File: src/sv/mdf_pkg.sv
package mdf_pkg;

	localparam int unsigned FieldW = 30;
	localparam logic [FieldW-1:0] Modulus = 30'd1000000007;
	localparam logic [FieldW-1:0] FermatExp = 30'd1000000005;
	localparam logic [31:0] Modulus2x = 32'd2000000014;

	// floor(2^60 / p), fits in 31 bits
	localparam logic [63:0] BarrettWide = (64'd1 << 60) / 64'd1000000007;
	localparam logic [30:0] BarrettM = BarrettWide[30:0];

	localparam int unsigned MulLat = 5;
	localparam int unsigned NumSteps = FieldW;
	localparam int unsigned DivTap = 1 + NumSteps * MulLat;
	localparam int unsigned Depth = DivTap + MulLat;

	typedef struct packed {
		logic [FieldW-1:0] dividend;
		logic [FieldW-1:0] divisor;
	} in_t;

	typedef struct packed {
		logic [FieldW-1:0] quotient;
		logic              zero_divisor;
	} out_t;

endpackage

File: src/sv/mdf_modmul.sv
module mdf_modmul
	import mdf_pkg::*;
(
	input  logic              clk,
	input  logic              en,
	input  logic [FieldW-1:0] a,
	input  logic [FieldW-1:0] b,
	output logic [FieldW-1:0] y
);

	logic [59:0] prod_s1;
	logic [61:0] t_s2;
	logic [31:0] plo_s2, plo_s3, qp_s3, r_s4;
	logic [30:0] q;
	logic [61:0] qp_full;
	logic [FieldW-1:0] y_s5;

	assign q = t_s2[61:31];
	assign qp_full = 62'(q) * 62'(Modulus);

	always_ff @(posedge clk) begin
		if (en) begin
			prod_s1 <= 60'(a) * 60'(b);
			t_s2    <= 62'(prod_s1[59:29]) * 62'(BarrettM);
			plo_s2  <= prod_s1[31:0];
			qp_s3   <= qp_full[31:0];
			plo_s3  <= plo_s2;
			// Barrett estimate is short by at most two multiples of p
			r_s4    <= plo_s3 - qp_s3;
			if (r_s4 >= Modulus2x)
				y_s5 <= FieldW'(r_s4 - Modulus2x);
			else if (r_s4 >= 32'(Modulus))
				y_s5 <= FieldW'(r_s4 - 32'(Modulus));
			else
				y_s5 <= r_s4[FieldW-1:0];
		end
	end

	assign y = y_s5;

endmodule

File: config.mk
export PLATFORM = sky130hd
export DESIGN_NAME = mdf_modmul
export DESIGN_NICKNAME = d
export VERILOG_FILES = /design/src/sv/mdf_pkg.sv /design/src/sv/mdf_modmul.sv
export SDC_FILE = /design/constraint.sdc
export NUM_CORES = 2
export LEC_CHECK = 0
export BUFFER_PORTS_ARGS = -buffer_cell sky130_fd_sc_hd__buf_4
export CAP_MARGIN = 10
export CELL_PAD_IN_SITES_DETAIL_PLACEMENT = 0
export CELL_PAD_IN_SITES_GLOBAL_PLACEMENT = 1
export CORE_ASPECT_RATIO = 1.1
export CORE_MARGIN = 2
export CORE_UTILIZATION = 54
export CTS_CLUSTER_DIAMETER = 100
export DETAILED_ROUTE_END_ITERATION = 6
export PLACE_DENSITY = 0.95
export RECOVER_POWER = 25
export SLEW_MARGIN = 5
export SYNTH_ARGS = -nofsm -noshare
export SYNTH_HDL_FRONTEND = slang
export SYNTH_SLANG_ARGS = --single-unit
File: constraint.sdc
create_clock -name clk -period 12.13 [get_ports clk]
set_clock_uncertainty 0.1 [all_clocks]
set_input_delay 1.8195 -clock clk [delete_from_list [all_inputs] [get_ports clk]]
set_output_delay 1.8195 -clock clk [all_outputs]
set_load 0.01 [all_outputs]
==> impl_metrics.tcl <==
set metrics [dict create \
    hp-class "reg -> reg" \
    layout_min_cycle_time_ns 10.23 \
    die_w_um 321 \
    async_flop_share_pct 0 \
    ios 92 \
    timing.rr.end "t_s2[61]$_DFFE_PP_" \
    antenna_cells 0 \
    path_cells "clkbuf_1 > nand2_1 > fa_1 > fa_1 > inv_1 > fa_1 > fa_1 > fa_1 > fa_1 > fa_1 > inv_1 > fa_1 > inv_1 > ha_1 > nand2_1 > nor2_1 > and3_1 > nand2_1 > o21ai_0 > a41oi_1 > o41a_1 > o31ai_1 > xor2_1" \
    cts_hold_buf 0 \
    drt_iter0_drc 2530 \
    synthFlopType "edfxtp_1" \
    slew_viol_final 140 \
    timing.critical_path.buf_inv 4 \
    antenna_found_initial 3 \
    rsz0062_at_grt "false" \
    hp-start "prod_s1[5]$_DFFE_PP_" \
    drt-total-wl_um 140000 \
    syn_nets 7969 \
    crit_path_start_kind "input pin" \
    vias_per_cell 5.48 \
    crit_type "in -> reg" \
    grt_usage_pct 25.6 \
    final_area_mm2 0.0621 \
    grt_max_degree 109 \
    cp_common_cell "fa_1" \
    fin_crit_sh_pct 84.3 \
    numCtsBuffers 24 \
    dieArea_mm2 0.113 \
    hold_violations 0 \
    timing.slew.headroom_pct -265 \
    avgSynthCellArea_um2 10.1 \
    clock_sinks 249 \
    critPathSlowestCell "clkbuf_1" \
    synth_cells 5887 \
    setup_viol 0 \
    dpl.hpwl_um 113000 \
    areaGrowthSynthToFinish_pct 4.18 \
    num_rows 127 \
    ant_nets 0 \
    placed_area_mm2 0.0613 \
    rrSetupSlack_ns 4.12 \
    hold_slack_ns 0.301 \
    violations "capacitance limit, slew limit" \
    grt_pass1_vias 43600 \
    regArea_mm2 0.00748 \
    fp.dieH_um 352 \
    synth-seq-cells 249 \
    synth_top_area_share_pct 41.1 \
    synth_area_mm2 0.0596 \
    r2r_cells 20 \
    r2r_start "prod_s1[44]$_DFFE_PP_" \
    gp_congestion 0.986 \
    final.setup.tns_ns 0 \
    worstHoldEndpoint "plo_s2[5]$_DFFE_PP_" \
    grt_overflow 0 \
    worstHoldPathCells 0 \
    cts-htree-levels 1 \
    remaining_drc_errors 0 \
    io_buffers 91 \
    max_freq_mhz 97.8 \
    cp-end-kind "flop" \
    synth-edff-count 249 \
    core_area_mm2 0.109 \
    status "finished, violations left" \
    multi_input_area_mm2 0.0457 \
    cts_tree "done" \
    cp.arrival_ns 10.40 \
    clk_path_buf_depth 3 \
    worst_pin_slew_ns 5.48 \
    max_stage_delay_ns 1.22 \
    grt_first_pass_wirelength_um 228000 \
    worstPathRequired_ns 12.31 \
    drive_gt1_share_pct 2.61 \
    fin_nets 7893 \
    cap_violations 2 \
    firstDrtPassIters 6 \
    crit_family "adder cells" \
    root_buffer "clkbuf_16" \
    yosysWarnings 0 \
    ys_types 78 \
    synth_top_area_cell "fa_1" \
    cts_resized 0 \
    post_cts_buffers 0 \
    dr_total_vias 39700 \
    start_util_pct 54.6 \
    clkLatencyLatePin_ns 0.54 \
    post_drt_wl_per_cell_um 19.3 \
    fill_cells 9147 \
    synth_seq_area_share_pct 12.5 \
    clkSlewWorstSetupHoldPaths_ns 0.07 \
    ys_top_cells_by_area "fa_1, ha_1, edfxtp_1" \
    crit_fanout 30 \
]
## kinds of logic after synthesis
| logic type | after synthesis | synth area share, % |
|---|---|---|
| AOI/OAI and AO/OA | 489 | 5.38 |
| xor gates and xnor gates | 190 | 2.79 |
| adders and majority gates | 2020 | 57.8 |
| buffers and inverters | 1702 | 10.8 |
| DFF | 249 | 12.5 |
| muxes | 1 | 0.0168 |
| and+or+nand+nor | 1236 | 10.7 |
## synth_stat cells, types with 4 or more instances
cell       count
a211oi_1      13
a21boi_0      11
a21o_1        86
a21oi_1      147
a221oi_1       4
a31oi_1       17
a41oi_1        4
and2_1       538
and3_1        15
clkbuf_1     194
edfxtp_1     249
fa_1        1224
ha_1         796
inv_1       1500
nand2_1      454
nand2b_1      16
nand3_1       28
nand4_1       21
nor2_1        82
nor2b_1       18
nor3_1        27
nor3b_1        4
nor4_1         7
o2111ai_1      5
o211ai_1      10
o21a_1        29
o21ai_0       64
o21ai_1        7
o21bai_1      23
o22ai_1        6
o311ai_0       4
o31a_1         4
o31ai_1       10
o41ai_1        7
or2_2          6
or3_1          8
xnor2_1      137
xor2_1        53
## layout by cell type (no fill, tap or decap), types with 7 or more instances in the layout
master      synthesis  final
nand3_1            28     28
or3_1               8      8
o31ai_1            10     10
nor2_1             82     82
ha_1              796    796
o21ai_0            64     64
a211oi_1           13     13
o211ai_1           10     10
xnor2_1           137    137
clkbuf_1          194     10
a31oi_1            17     17
o21bai_1           23     23
o21a_1             29     29
nor2b_1            18     18
nor4_1              7      7
nand2_1           454    454
clkbuf_16           0     25
o41ai_1             7      7
clkinvlp_4          0      7
a21boi_0           11     11
nand2b_1           16     16
xor2_1             53     53
a21oi_1           147    147
buf_4               0     95
nor3_1             27     27
and3_1             15     15
fa_1             1224   1224
nand4_1            21     21
edfxtp_1          249    249
o21ai_1             7      7
and2_1            538    538
inv_1            1500   1500
a21o_1             86     86
## worst max-delay path by stage
stage                                 end  cells past startpoint  slack (ns)  start
finish              prod_s1[56]$_DFFE_PP_                     23        1.90   a[0]
global route        prod_s1[56]$_DFFE_PP_                     23        1.59   a[0]
CTS                 prod_s1[56]$_DFFE_PP_                     25        2.55  a[27]
detailed placement  prod_s1[56]$_DFFE_PP_                     25        1.98  a[27]
global placement    prod_s1[56]$_DFFE_PP_                     25        2.10  a[27]
floorplan           prod_s1[56]$_DFFE_PP_                     26        3.12  a[27]
## through the flow
step | cells | setup WS [ns] | util [%]
floorplan | 5887 | 3.12 | -
global placement | 7204 | 2.10 | 56.2
global route | 7248 | 1.59 | 56.9
CTS | 7248 | 2.55 | 56.9
detailed placement | 7204 | 1.98 | 56.2
finish | 7248 | 1.90 | 56.9
## area by class of cell
type                    instances  area share [%]
flip-flops and latches        249            12.0
multi-input cells            3936            73.6
repair buffers                100            1.18
clock buffers                  30            1.04
inverters                    1500            9.07
well taps                    1419            2.86
clock inverters                14           0.189
## routing by layer
metal / GRT usage (%) / routed length [um] / vias to the layer above / share of wire, %
li1: - / - / 17800 / -
met1: 33.1 / 56000 / 20300 / 40
met2: 44.4 / 69300 / 1377 / 50
met3: 3.19 / 9000 / 323 / 6.4
met4: 8.92 / 5450 / 2 / 3.9
met5: 0 / 12 / - / 0.0086
## registers in the layout, indices dropped and copies added (netlist names)
| name | flops |
|---|---|
| prod_s1 | 60 |
| t_s2 | 31 |
| y | 30 |
| plo_s3 | 32 |
| plo_s2 | 32 |
| qp_s3 | 32 |
| r_s4 | 32 |
Power is not shown: default switching activity piles up to over one toggle a cycle in this logic, so the estimate is an artifact.
